File: src/rtl/y2bgr_pkg.sv
// Shared types, register codes and coefficient tables of the YCbCr 4:2:0 to BGR converter.
`timescale 1ns / 1ps
package y2bgr_pkg;

  localparam int COEF_FRAC_BITS_DEF = 14;

  localparam int MICRO              = 1000000;
  localparam int LUMA_SCALE_MICRO   = 1168900;
  localparam int CHROMA_SCALE_MICRO = 1142900;

  // Matrix codes with their own coefficients; everything else is Rec.601.
  localparam logic [7:0] MC_BT709    = 8'd1;
  localparam logic [7:0] MC_FCC      = 8'd4;
  localparam logic [7:0] MC_SMPTE240 = 8'd7;
  localparam logic [7:0] MC_BT2020_A = 8'd9;
  localparam logic [7:0] MC_BT2020_B = 8'd10;

  // Register select on paddr[2].
  localparam logic REG_MATRIX = 1'b0;
  localparam logic REG_RANGE  = 1'b1;

  localparam logic [7:0] MATRIX_CODE_RST = 8'd6;
  localparam logic       FULL_RANGE_RST  = 1'b1;

  typedef enum logic [2:0] {
    MAT_601,
    MAT_709,
    MAT_FCC,
    MAT_240,
    MAT_2020
  } mat_t;

  localparam int NUM_MAT  = 5;
  localparam int NUM_COEF = 4;
  localparam int COEF_RCR = 0;
  localparam int COEF_GCB = 1;
  localparam int COEF_GCR = 2;
  localparam int COEF_BCB = 3;

  typedef struct packed {
    logic [7:0] luma;
    logic [7:0] cb_near;
    logic [7:0] cb_horiz;
    logic [7:0] cb_vert;
    logic [7:0] cb_diag;
    logic [7:0] cr_near;
    logic [7:0] cr_horiz;
    logic [7:0] cr_vert;
    logic [7:0] cr_diag;
  } in_item_t;

  typedef struct packed {
    logic [7:0] blue;
    logic [7:0] green;
    logic [7:0] red;
  } out_item_t;

  // Luma with range offset applied, and centered upsampled chroma.
  typedef struct packed {
    logic signed [8:0] y_off;
    logic signed [8:0] cb;
    logic signed [8:0] cr;
  } ups_item_t;

  // Round half up of micro * 2^frac / 10^6.
  function automatic logic [63:0] to_fixed(input logic [63:0] micro, input int frac);
    return ((micro << frac) + 64'(MICRO / 2)) / MICRO;
  endfunction

  function automatic logic [63:0] coef_micro(input mat_t m, input int idx);
    logic [63:0] c_rcr;
    logic [63:0] c_gcb;
    logic [63:0] c_gcr;
    logic [63:0] c_bcb;
    logic [63:0] res;
    case (m)
      MAT_709: begin
        c_rcr = 64'd1574800; c_gcb = 64'd187324; c_gcr = 64'd468124; c_bcb = 64'd1855600;
      end
      MAT_FCC: begin
        c_rcr = 64'd1400000; c_gcb = 64'd331864; c_gcr = 64'd711864; c_bcb = 64'd1780000;
      end
      MAT_240: begin
        c_rcr = 64'd1576000; c_gcb = 64'd226622; c_gcr = 64'd476622; c_bcb = 64'd1826000;
      end
      MAT_2020: begin
        c_rcr = 64'd1474600; c_gcb = 64'd164553; c_gcr = 64'd571353; c_bcb = 64'd1881400;
      end
      default: begin
        c_rcr = 64'd1402000; c_gcb = 64'd344136; c_gcr = 64'd714136; c_bcb = 64'd1772000;
      end
    endcase
    case (idx)
      COEF_RCR: res = c_rcr;
      COEF_GCB: res = c_gcb;
      COEF_GCR: res = c_gcr;
      default:  res = c_bcb;
    endcase
    return res;
  endfunction

  function automatic mat_t mat_of_code(input logic [7:0] code);
    mat_t m;
    case (code)
      MC_BT709:                 m = MAT_709;
      MC_FCC:                   m = MAT_FCC;
      MC_SMPTE240:              m = MAT_240;
      MC_BT2020_A, MC_BT2020_B: m = MAT_2020;
      default:                  m = MAT_601;
    endcase
    return m;
  endfunction

endpackage

File: src/rtl/y2bgr_upsample.sv
// First stage: 9:3:3:1 chroma upsampling and luma range offset.
`timescale 1ns / 1ps
module y2bgr_upsample (
  input  logic                  clk,
  input  logic                  rst_n,
  input  logic                  full_range,
  input  logic                  up_vld,
  input  y2bgr_pkg::in_item_t   up_data,
  output logic                  up_rdy,
  output logic                  dn_vld,
  output y2bgr_pkg::ups_item_t  dn_data,
  input  logic                  dn_rdy
);
  import y2bgr_pkg::*;

  function automatic logic signed [8:0] ups(input logic [7:0] n, input logic [7:0] h,
                                            input logic [7:0] v, input logic [7:0] d);
    logic [11:0] s;
    s = (12'(n) << 3) + 12'(n) + (12'(h) << 1) + 12'(h) + (12'(v) << 1) + 12'(v) +
        12'(d) + 12'd8;
    return $signed({1'b0, s[11:4]}) - 9'sd128;
  endfunction

  logic      vld_r;
  ups_item_t data_r;
  ups_item_t data_nxt;

  assign up_rdy = !vld_r || dn_rdy;

  always_comb begin
    data_nxt.y_off = full_range ? $signed({1'b0, up_data.luma})
                                : $signed({1'b0, up_data.luma}) - 9'sd16;
    data_nxt.cb    = ups(up_data.cb_near, up_data.cb_horiz, up_data.cb_vert, up_data.cb_diag);
    data_nxt.cr    = ups(up_data.cr_near, up_data.cr_horiz, up_data.cr_vert, up_data.cr_diag);
  end

  always_ff @(posedge clk) begin
    if (!rst_n) begin
      vld_r <= 1'b0;
    end else if (up_rdy) begin
      vld_r <= up_vld;
    end
  end

  always_ff @(posedge clk) begin
    if (up_rdy && up_vld) begin
      data_r <= data_nxt;
    end
  end

  assign dn_vld  = vld_r;
  assign dn_data = data_r;

endmodule

File: src/rtl/y2bgr_matrix.sv
// Two multiply stages: matrix coefficients, then range scale.
`timescale 1ns / 1ps
module y2bgr_matrix #(
  parameter int COEF_FRAC_BITS = y2bgr_pkg::COEF_FRAC_BITS_DEF
) (
  input  logic                                  clk,
  input  logic                                  rst_n,
  input  logic [7:0]                            matrix_code,
  input  logic                                  full_range,
  input  logic                                  up_vld,
  input  y2bgr_pkg::ups_item_t                  up_data,
  output logic                                  up_rdy,
  output logic                                  dn_vld,
  output logic signed [2*COEF_FRAC_BITS+12:0]   dn_yt,
  output logic signed [2*COEF_FRAC_BITS+12:0]   dn_qb,
  output logic signed [2*COEF_FRAC_BITS+12:0]   dn_qg,
  output logic signed [2*COEF_FRAC_BITS+12:0]   dn_qr,
  input  logic                                  dn_rdy
);
  import y2bgr_pkg::*;

  localparam int KW = COEF_FRAC_BITS + 2;
  localparam int PW = COEF_FRAC_BITS + 11;
  localparam int SW = 2 * COEF_FRAC_BITS + 13;

  localparam logic [KW-1:0] ONE_Q = {2'b01, {COEF_FRAC_BITS{1'b0}}};
  localparam logic [KW-1:0] LS_Q  = KW'(to_fixed(64'(LUMA_SCALE_MICRO), COEF_FRAC_BITS));
  localparam logic [KW-1:0] CS_Q  = KW'(to_fixed(64'(CHROMA_SCALE_MICRO), COEF_FRAC_BITS));

  logic [KW-1:0] ktab [NUM_MAT][NUM_COEF];

  for (genvar m = 0; m < NUM_MAT; m++) begin : g_mat
    for (genvar i = 0; i < NUM_COEF; i++) begin : g_coef
      localparam logic [63:0] KV = to_fixed(coef_micro(mat_t'(m), i), COEF_FRAC_BITS);
      assign ktab[m][i] = KW'(KV);
    end
  end

  mat_t                 sel;
  logic signed [KW-1:0] ks;
  logic signed [KW-1:0] cs;
  logic signed [KW-1:0] k_rcr;
  logic signed [KW-1:0] k_gcb;
  logic signed [KW-1:0] k_gcr;
  logic signed [KW-1:0] k_bcb;

  assign sel   = mat_of_code(matrix_code);
  assign k_rcr = $signed(ktab[sel][COEF_RCR]);
  assign k_gcb = $signed(ktab[sel][COEF_GCB]);
  assign k_gcr = $signed(ktab[sel][COEF_GCR]);
  assign k_bcb = $signed(ktab[sel][COEF_BCB]);
  assign ks    = full_range ? $signed(ONE_Q) : $signed(LS_Q);
  assign cs    = full_range ? $signed(ONE_Q) : $signed(CS_Q);

  // Stage A: luma scale and matrix coefficient products.
  logic                 a_vld_r;
  logic                 a_rdy;
  logic signed [PW-1:0] a_y_r,  a_y_nxt;
  logic signed [PW-1:0] a_b_r,  a_b_nxt;
  logic signed [PW-1:0] a_gb_r, a_gb_nxt;
  logic signed [PW-1:0] a_gr_r, a_gr_nxt;
  logic signed [PW-1:0] a_r_r,  a_r_nxt;

  // Stage B: chroma range scale.
  logic                 b_vld_r;
  logic                 b_rdy;
  logic signed [PW-1:0] g_sum;
  logic signed [SW-1:0] b_yt_r, b_yt_nxt;
  logic signed [SW-1:0] b_qb_r, b_qb_nxt;
  logic signed [SW-1:0] b_qg_r, b_qg_nxt;
  logic signed [SW-1:0] b_qr_r, b_qr_nxt;

  assign b_rdy  = !b_vld_r || dn_rdy;
  assign a_rdy  = !a_vld_r || b_rdy;
  assign up_rdy = a_rdy;

  always_comb begin
    a_y_nxt  = PW'(up_data.y_off) * PW'(ks);
    a_b_nxt  = PW'(up_data.cb) * PW'(k_bcb);
    a_gb_nxt = PW'(up_data.cb) * PW'(k_gcb);
    a_gr_nxt = PW'(up_data.cr) * PW'(k_gcr);
    a_r_nxt  = PW'(up_data.cr) * PW'(k_rcr);
  end

  always_comb begin
    g_sum    = a_gb_r + a_gr_r;
    b_yt_nxt = SW'(a_y_r) <<< COEF_FRAC_BITS;
    b_qb_nxt = SW'(a_b_r) * SW'(cs);
    b_qg_nxt = SW'(g_sum) * SW'(cs);
    b_qr_nxt = SW'(a_r_r) * SW'(cs);
  end

  always_ff @(posedge clk) begin
    if (!rst_n) begin
      a_vld_r <= 1'b0;
      b_vld_r <= 1'b0;
    end else begin
      if (a_rdy) begin
        a_vld_r <= up_vld;
      end
      if (b_rdy) begin
        b_vld_r <= a_vld_r;
      end
    end
  end

  always_ff @(posedge clk) begin
    if (a_rdy && up_vld) begin
      a_y_r  <= a_y_nxt;
      a_b_r  <= a_b_nxt;
      a_gb_r <= a_gb_nxt;
      a_gr_r <= a_gr_nxt;
      a_r_r  <= a_r_nxt;
    end
    if (b_rdy && a_vld_r) begin
      b_yt_r <= b_yt_nxt;
      b_qb_r <= b_qb_nxt;
      b_qg_r <= b_qg_nxt;
      b_qr_r <= b_qr_nxt;
    end
  end

  assign dn_vld = b_vld_r;
  assign dn_yt  = b_yt_r;
  assign dn_qb  = b_qb_r;
  assign dn_qg  = b_qg_r;
  assign dn_qr  = b_qr_r;

endmodule

File: src/rtl/y2bgr_clip.sv
// Last stage: sum, round half up, clip to 0..255 and hold the result item.
`timescale 1ns / 1ps
module y2bgr_clip #(
  parameter int COEF_FRAC_BITS = y2bgr_pkg::COEF_FRAC_BITS_DEF
) (
  input  logic                                 clk,
  input  logic                                 rst_n,
  input  logic                                 up_vld,
  input  logic signed [2*COEF_FRAC_BITS+12:0]  up_yt,
  input  logic signed [2*COEF_FRAC_BITS+12:0]  up_qb,
  input  logic signed [2*COEF_FRAC_BITS+12:0]  up_qg,
  input  logic signed [2*COEF_FRAC_BITS+12:0]  up_qr,
  output logic                                 up_rdy,
  output logic                                 dn_vld,
  output y2bgr_pkg::out_item_t                 dn_data,
  input  logic                                 dn_rdy
);
  import y2bgr_pkg::*;

  localparam int SW = 2 * COEF_FRAC_BITS + 13;
  localparam int TW = SW + 1;
  localparam int SH = 2 * COEF_FRAC_BITS;
  localparam logic signed [TW-1:0] HALF = TW'(64'(1) << (SH - 1));

  function automatic logic [7:0] clip8(input logic signed [TW-1:0] t);
    logic [7:0] res;
    if (t[TW-1]) begin
      res = 8'd0;
    end else if (|t[TW-2:SH+8]) begin
      res = 8'd255;
    end else begin
      res = t[SH+7:SH];
    end
    return res;
  endfunction

  logic                 vld_r;
  out_item_t            data_r;
  out_item_t            data_nxt;
  logic signed [TW-1:0] t_b;
  logic signed [TW-1:0] t_g;
  logic signed [TW-1:0] t_r;

  assign up_rdy = !vld_r || dn_rdy;

  always_comb begin
    t_b = TW'(up_yt) + TW'(up_qb) + HALF;
    t_g = TW'(up_yt) - TW'(up_qg) + HALF;
    t_r = TW'(up_yt) + TW'(up_qr) + HALF;
    data_nxt.blue  = clip8(t_b);
    data_nxt.green = clip8(t_g);
    data_nxt.red   = clip8(t_r);
  end

  always_ff @(posedge clk) begin
    if (!rst_n) begin
      vld_r <= 1'b0;
    end else if (up_rdy) begin
      vld_r <= up_vld;
    end
  end

  always_ff @(posedge clk) begin
    if (up_rdy && up_vld) begin
      data_r <= data_nxt;
    end
  end

  assign dn_vld  = vld_r;
  assign dn_data = data_r;

endmodule

File: src/rtl/ycbcr420_to_bgr_pixel_converter_unit.sv
// Top level of the YCbCr 4:2:0 to BGR pixel converter.
`timescale 1ns / 1ps
//
//  Channel   Direction  Handshake            Payload
//  in_       input      in_valid / in_stall  in_item_t: luma, 4 Cb and 4 Cr samples
//  out_      output     out_valid/out_stall  out_item_t: blue, green, red
//  config    input      APB, pready tied 1   matrix_code @0x0, full_range @0x4
//
//  Cycles: one item per clock sustained while out_stall is low; four register
//  stages (upsample, coefficient multiply, range-scale multiply, round/clip),
//  which register each item in that order before out_valid rises.
//  Reset: synchronous rst_n clears all stage valid bits and loads matrix_code 6
//  (Rec.601) and full_range 1; no items are lost or pending after reset.
//  Stalls: each stage holds while its successor is full and stalled, so empty
//  stages still fill; in_stall rises only when all four stages hold items.
//
module ycbcr420_to_bgr_pixel_converter_unit #(
  parameter int COEF_FRAC_BITS = y2bgr_pkg::COEF_FRAC_BITS_DEF
) (
  input  logic                  clk,
  input  logic                  rst_n,
  // input item channel
  input  logic                  in_valid,
  input  y2bgr_pkg::in_item_t   in_data,
  output logic                  in_stall,
  // result item channel
  output logic                  out_valid,
  output y2bgr_pkg::out_item_t  out_data,
  input  logic                  out_stall,
  // configuration port
  input  logic                  psel,
  input  logic                  penable,
  input  logic                  pwrite,
  input  logic [2:0]            paddr,
  input  logic [31:0]           pwdata,
  output logic [31:0]           prdata,
  output logic                  pready
);
  import y2bgr_pkg::*;

  localparam int SW = 2 * COEF_FRAC_BITS + 13;

  // Configuration registers: written on the APB access phase.
  logic [7:0] matrix_code_r;
  logic       full_range_r;
  logic       cfg_wr;

  assign pready = 1'b1;
  assign cfg_wr = psel && penable && pwrite && pready;

  always_ff @(posedge clk) begin
    if (!rst_n) begin
      matrix_code_r <= MATRIX_CODE_RST;
      full_range_r  <= FULL_RANGE_RST;
    end else if (cfg_wr) begin
      case (paddr[2])
        REG_MATRIX: matrix_code_r <= pwdata[7:0];
        REG_RANGE:  full_range_r  <= pwdata[0];
        default:    matrix_code_r <= matrix_code_r;
      endcase
    end
  end

  // Read back the addressed register, zero extended.
  always_comb begin
    case (paddr[2])
      REG_RANGE: prdata = {31'd0, full_range_r};
      default:   prdata = {24'd0, matrix_code_r};
    endcase
  end

  // Stage 1: chroma upsampling and luma offset.
  logic      ups_vld;
  logic      ups_rdy;
  logic      in_rdy;
  ups_item_t ups_data;

  y2bgr_upsample u_upsample (
    .clk        (clk),
    .rst_n      (rst_n),
    .full_range (full_range_r),
    .up_vld     (in_valid),
    .up_data    (in_data),
    .up_rdy     (in_rdy),
    .dn_vld     (ups_vld),
    .dn_data    (ups_data),
    .dn_rdy     (ups_rdy)
  );

  assign in_stall = !in_rdy;

  // Stages 2 and 3: coefficient and range-scale products.
  logic                 mat_vld;
  logic                 mat_rdy;
  logic signed [SW-1:0] mat_yt;
  logic signed [SW-1:0] mat_qb;
  logic signed [SW-1:0] mat_qg;
  logic signed [SW-1:0] mat_qr;

  y2bgr_matrix #(
    .COEF_FRAC_BITS (COEF_FRAC_BITS)
  ) u_matrix (
    .clk         (clk),
    .rst_n       (rst_n),
    .matrix_code (matrix_code_r),
    .full_range  (full_range_r),
    .up_vld      (ups_vld),
    .up_data     (ups_data),
    .up_rdy      (ups_rdy),
    .dn_vld      (mat_vld),
    .dn_yt       (mat_yt),
    .dn_qb       (mat_qb),
    .dn_qg       (mat_qg),
    .dn_qr       (mat_qr),
    .dn_rdy      (mat_rdy)
  );

  // Stage 4: sum, round and clip into the output register.
  y2bgr_clip #(
    .COEF_FRAC_BITS (COEF_FRAC_BITS)
  ) u_clip (
    .clk     (clk),
    .rst_n   (rst_n),
    .up_vld  (mat_vld),
    .up_yt   (mat_yt),
    .up_qb   (mat_qb),
    .up_qg   (mat_qg),
    .up_qr   (mat_qr),
    .up_rdy  (mat_rdy),
    .dn_vld  (out_valid),
    .dn_data (out_data),
    .dn_rdy  (!out_stall)
  );

endmodule

File: config.mk
export PLATFORM = sky130hd
export DESIGN_NAME = ycbcr420_to_bgr_pixel_converter_unit
export DESIGN_NICKNAME = d
export VERILOG_FILES = /design/src/rtl/y2bgr_pkg.sv /design/src/rtl/y2bgr_upsample.sv /design/src/rtl/y2bgr_matrix.sv /design/src/rtl/y2bgr_clip.sv /design/src/rtl/ycbcr420_to_bgr_pixel_converter_unit.sv
export SDC_FILE = /design/constraint.sdc
export NUM_CORES = 2
export LEC_CHECK = 0
export BUFFER_PORTS_ARGS = -buffer_cell sky130_fd_sc_hd__buf_2
export CORE_MARGIN = 1.5
export CORE_UTILIZATION = 30
export DETAILED_ROUTE_END_ITERATION = 8
export PLACE_DENSITY = 0.49
export SYNTH_ARGS = -nofsm -noshare
export SYNTH_HDL_FRONTEND = slang
export SYNTH_SLANG_ARGS = --single-unit
File: constraint.sdc
create_clock -name clk -period 18.23 [get_ports clk]
set_clock_uncertainty 0.2 [all_clocks]
set_input_delay 3.646 -clock clk [delete_from_list [all_inputs] [get_ports clk]]
set_output_delay 3.646 -clock clk [all_outputs]
set_load 0.005 [all_outputs]
==> run summary <==
Relative to the synthesized area, the layout overhead comes to 9.05%. The number of fill cells in the layout is 18069, and the mean instance size in the synthesized netlist is 10.0 um2. In this run the tightest slew margin relative to its limit is 21.5%. The die is 423 um wide. TritonCTS built the clock tree. The kind of end point of the critical path is a flop. The top cell types in the final layout, fill and taps aside, are 1109 x inv_1, 1044 x ha_1, 697 x fa_1. The worst hold path cell count was 0; the number of iterations in the first detailed-routing pass was 5.

The logs give 179000 um2 for the area enclosed by the die boundary and 18390 ps for the required time of the critical path. The logs give 2 for the number of antenna violations at the first check in global routing and 307 for the number of sinks on the clock net. After synthesis, the share of flip-flops with an asynchronous set or reset is 0%. Data on the critical path arrives at its endpoint at 9280 ps. Most frequently used flop master after synthesis: edfxtp_1. The logs give 0.110 GHz for the achievable clock frequency and 173 for the number of top-level pins. Number of endpoints with negative hold slack in the final report: 0.

The count of distinct cell types in the synthesized netlist was 86. The slowest stage of the critical path is the a2111oi_0 cell. The tools report the number of levels the H-tree was split into as 2. The clock root buffer master is clkbuf_16.

The run gives 53000 um2 as the cell area after synthesis. Yosys printed 0 warnings. Row generation in the floorplan step produced 154 rows.

In this run, post-CTS hold repair placed 0 buffers. Detailed placement finished with a half-perimeter wire length of 110 mm. Setup repair after global routing left no endpoint under its margin. The transition time at the pin with the least slew margin is 1170 ps. Final clock period utilization by the worst path: 50.0%. The number of violations of the max-capacitance limit is 0, and the part of the Yosys area used for sequential elements is 17.1%. The per-cell routed wire length works out to 16.5 um. For this block, the routed nets add up to 128 mm of wire. The time the worst path needs with I/O delays and setup was 9120 ps.

The wire length of the first global-routing pass was 206 mm; the net count of the finished layout was 7259. Leading cell type in the layout, fill and taps excluded: inv_1. The tools report the gate count after technology mapping as 5293.

Longest individual stage delay on the worst path: 740 ps. Entering global routing, the biggest net connects 75 pins. The fraction of final layout cells sized beyond drive strength 1 works out to 4.95%. Clock-pin slew was measured on the worst setup and hold paths at 60 ps. The final weighted congestion in routability-driven placement was 0.848; the number of port buffers was 121. Once the clock tree was built, the setup fixing pass inserted 0 buffers. The number of nets with antenna violations after detailed routing is 0, and the number of cells traversed by the worst register-to-register path is 25.

The tools report the clock latency at the later pin of the worst-skew pair as 620 ps. In the global route stage, overall resource usage came out at 14.5%. Setup violations remaining at the end of the flow were counted as 0. STA classifies the critical path startpoint as a flop. The total number of vias is 35346.

The run finished with clean final reports. In the routed design, unresolved DRC markers number 0. The most numerous cell type found on the critical path is fa_1. In this run the standard cell core region covers 176000 um2. The number of enable-type register cells in the synthesized netlist came out at 294.

The maximum number of buffers from clock root to sink was 3; the synthesized flop and latch total was 307. Number of global-route vias before repair: 37068. The setup path with the least slack is of type flop to flop. The worst min-delay path class was flop to flop. The vertical die dimension is 423 um. 0 antenna diodes ended up in the layout. Setup total negative slack: 0 ps. Highest net fanout along the worst path: 19.

Number of pins exceeding their max-slew limit in the final report: 0. The initial utilization of the core area, before any placement, comes to 30.1%. The number of flip-flops in the largest register is 41, and the routed via count divided by cell count is 4.55. In this run, post-CTS repair resized a total of 0 instances. The overflow left after global routing is 0.

After the first detailed-routing iteration, the DRC count stood at 1575. Counting the buffers created by CTS gives 42.
-- routing by layer --
| layer | vias to the layer above | track usage, % | wire length [um] |
|---|---|---|---|
| met4 | 2 | 3.61 | 3030 |
| met1 | 17068 | 20.5 | 63000 |
| met2 | 577 | 23.5 | 57500 |
| met5 | - | 0 | 13 |
| met3 | 114 | 1.71 | 4770 |
| li1 | 17585 | - | - |
-- final timing paths --
| check | start | to | slack [ps] |
|---|---|---|---|
| max | matrix_code_r[7] | u_matrix.a_b_r[24] | 9110 |
| min | u_matrix.a_y_r[19] | u_matrix.dn_yt[33] | 220 |
| max reg2reg | matrix_code_r[7] | u_matrix.a_b_r[24] | 9110 |
| min reg2reg | u_matrix.a_y_r[19] | u_matrix.dn_yt[33] | 220 |
-- cell type report --
class	instances	area [um2]	share of cell area, %
multi-input cells	3787	39400	68.1
clock inverters	27	333	0.576
well taps	2340	2930	5.06
flip-flops and latches	307	9090	15.7
repair buffers	151	831	1.44
clock buffers	48	1070	1.86
inverters	1115	4190	7.24
-- synthesized netlist by cell type, drive strengths merged (16+ instances only) --
| cell type | n | share of area, % |
|---|---|---|
| a211oi | 28 | 0.44 |
| a21boi | 16 | 0.23 |
| a21o | 75 | 1.1 |
| a21oi | 233 | 2.2 |
| a31oi | 25 | 0.29 |
| and2 | 52 | 0.61 |
| and3 | 47 | 0.55 |
| buf | 31 | 0.40 |
| clkbuf | 77 | 0.55 |
| edfxtp | 294 | 17 |
| fa | 697 | 26 |
| ha | 1044 | 25 |
| inv | 1110 | 7.9 |
| nand2 | 265 | 1.9 |
| nand2b | 72 | 0.85 |
| nand3 | 64 | 0.61 |
| nand4 | 19 | 0.22 |
| nor2 | 262 | 1.9 |
| nor2b | 84 | 1.0 |
| nor3 | 62 | 0.59 |
| o21a | 53 | 0.75 |
| o21ai | 121 | 1.2 |
| o21bai | 29 | 0.41 |
| or2 | 19 | 0.23 |
| or3 | 20 | 0.24 |
| xnor2 | 208 | 3.4 |
| xor2 | 83 | 1.4 |
-- kinds of logic (layout without fill, tap and decap cells) --
group	Yosys count	count (layout)	synth area share, %
buffers and inverters	1223	1341	8.84
xor gates and xnor gates	291	291	4.81
muxes	18	18	0.356
and+or+nand+nor	1006	1006	9.24
other	2	26	0.0142
DFF	307	307	17.1
AOI/OAI and AO/OA	705	705	8.65
adders and majority gates	1741	1741	50.9
-- stage by stage --
step / util, % / hold WS (ps) / setup slack (ps) / instance area, um2 / instances
2_1_floorplan: - / 200 / 4320 / 53100 / 5317
3_3_place_gp: 32.1 / 201 / 9090 / 56400 / 7700
3_5_place_dp: 32.1 / 205 / 9070 / 56400 / 7700
4_1_cts: 32.9 / 219 / 9080 / 57800 / 7775
5_1_grt: 32.9 / 224 / 8570 / 57800 / 7775
6_report: 32.9 / 219 / 9110 / 57800 / 7775
-- critical path: cells and delay by family, from the launching register on --
kind,cells,cell delay [ps]
DFF,1,310
and+or+nand+nor,6,2460
AOI/OAI and AO/OA,7,2110
xor gates and xnor gates,1,150
adders and majority gates,7,2760
buffers and inverters,4,850
Power is not shown: default switching activity piles up to over one toggle a cycle in this logic, so the estimate is an artifact.
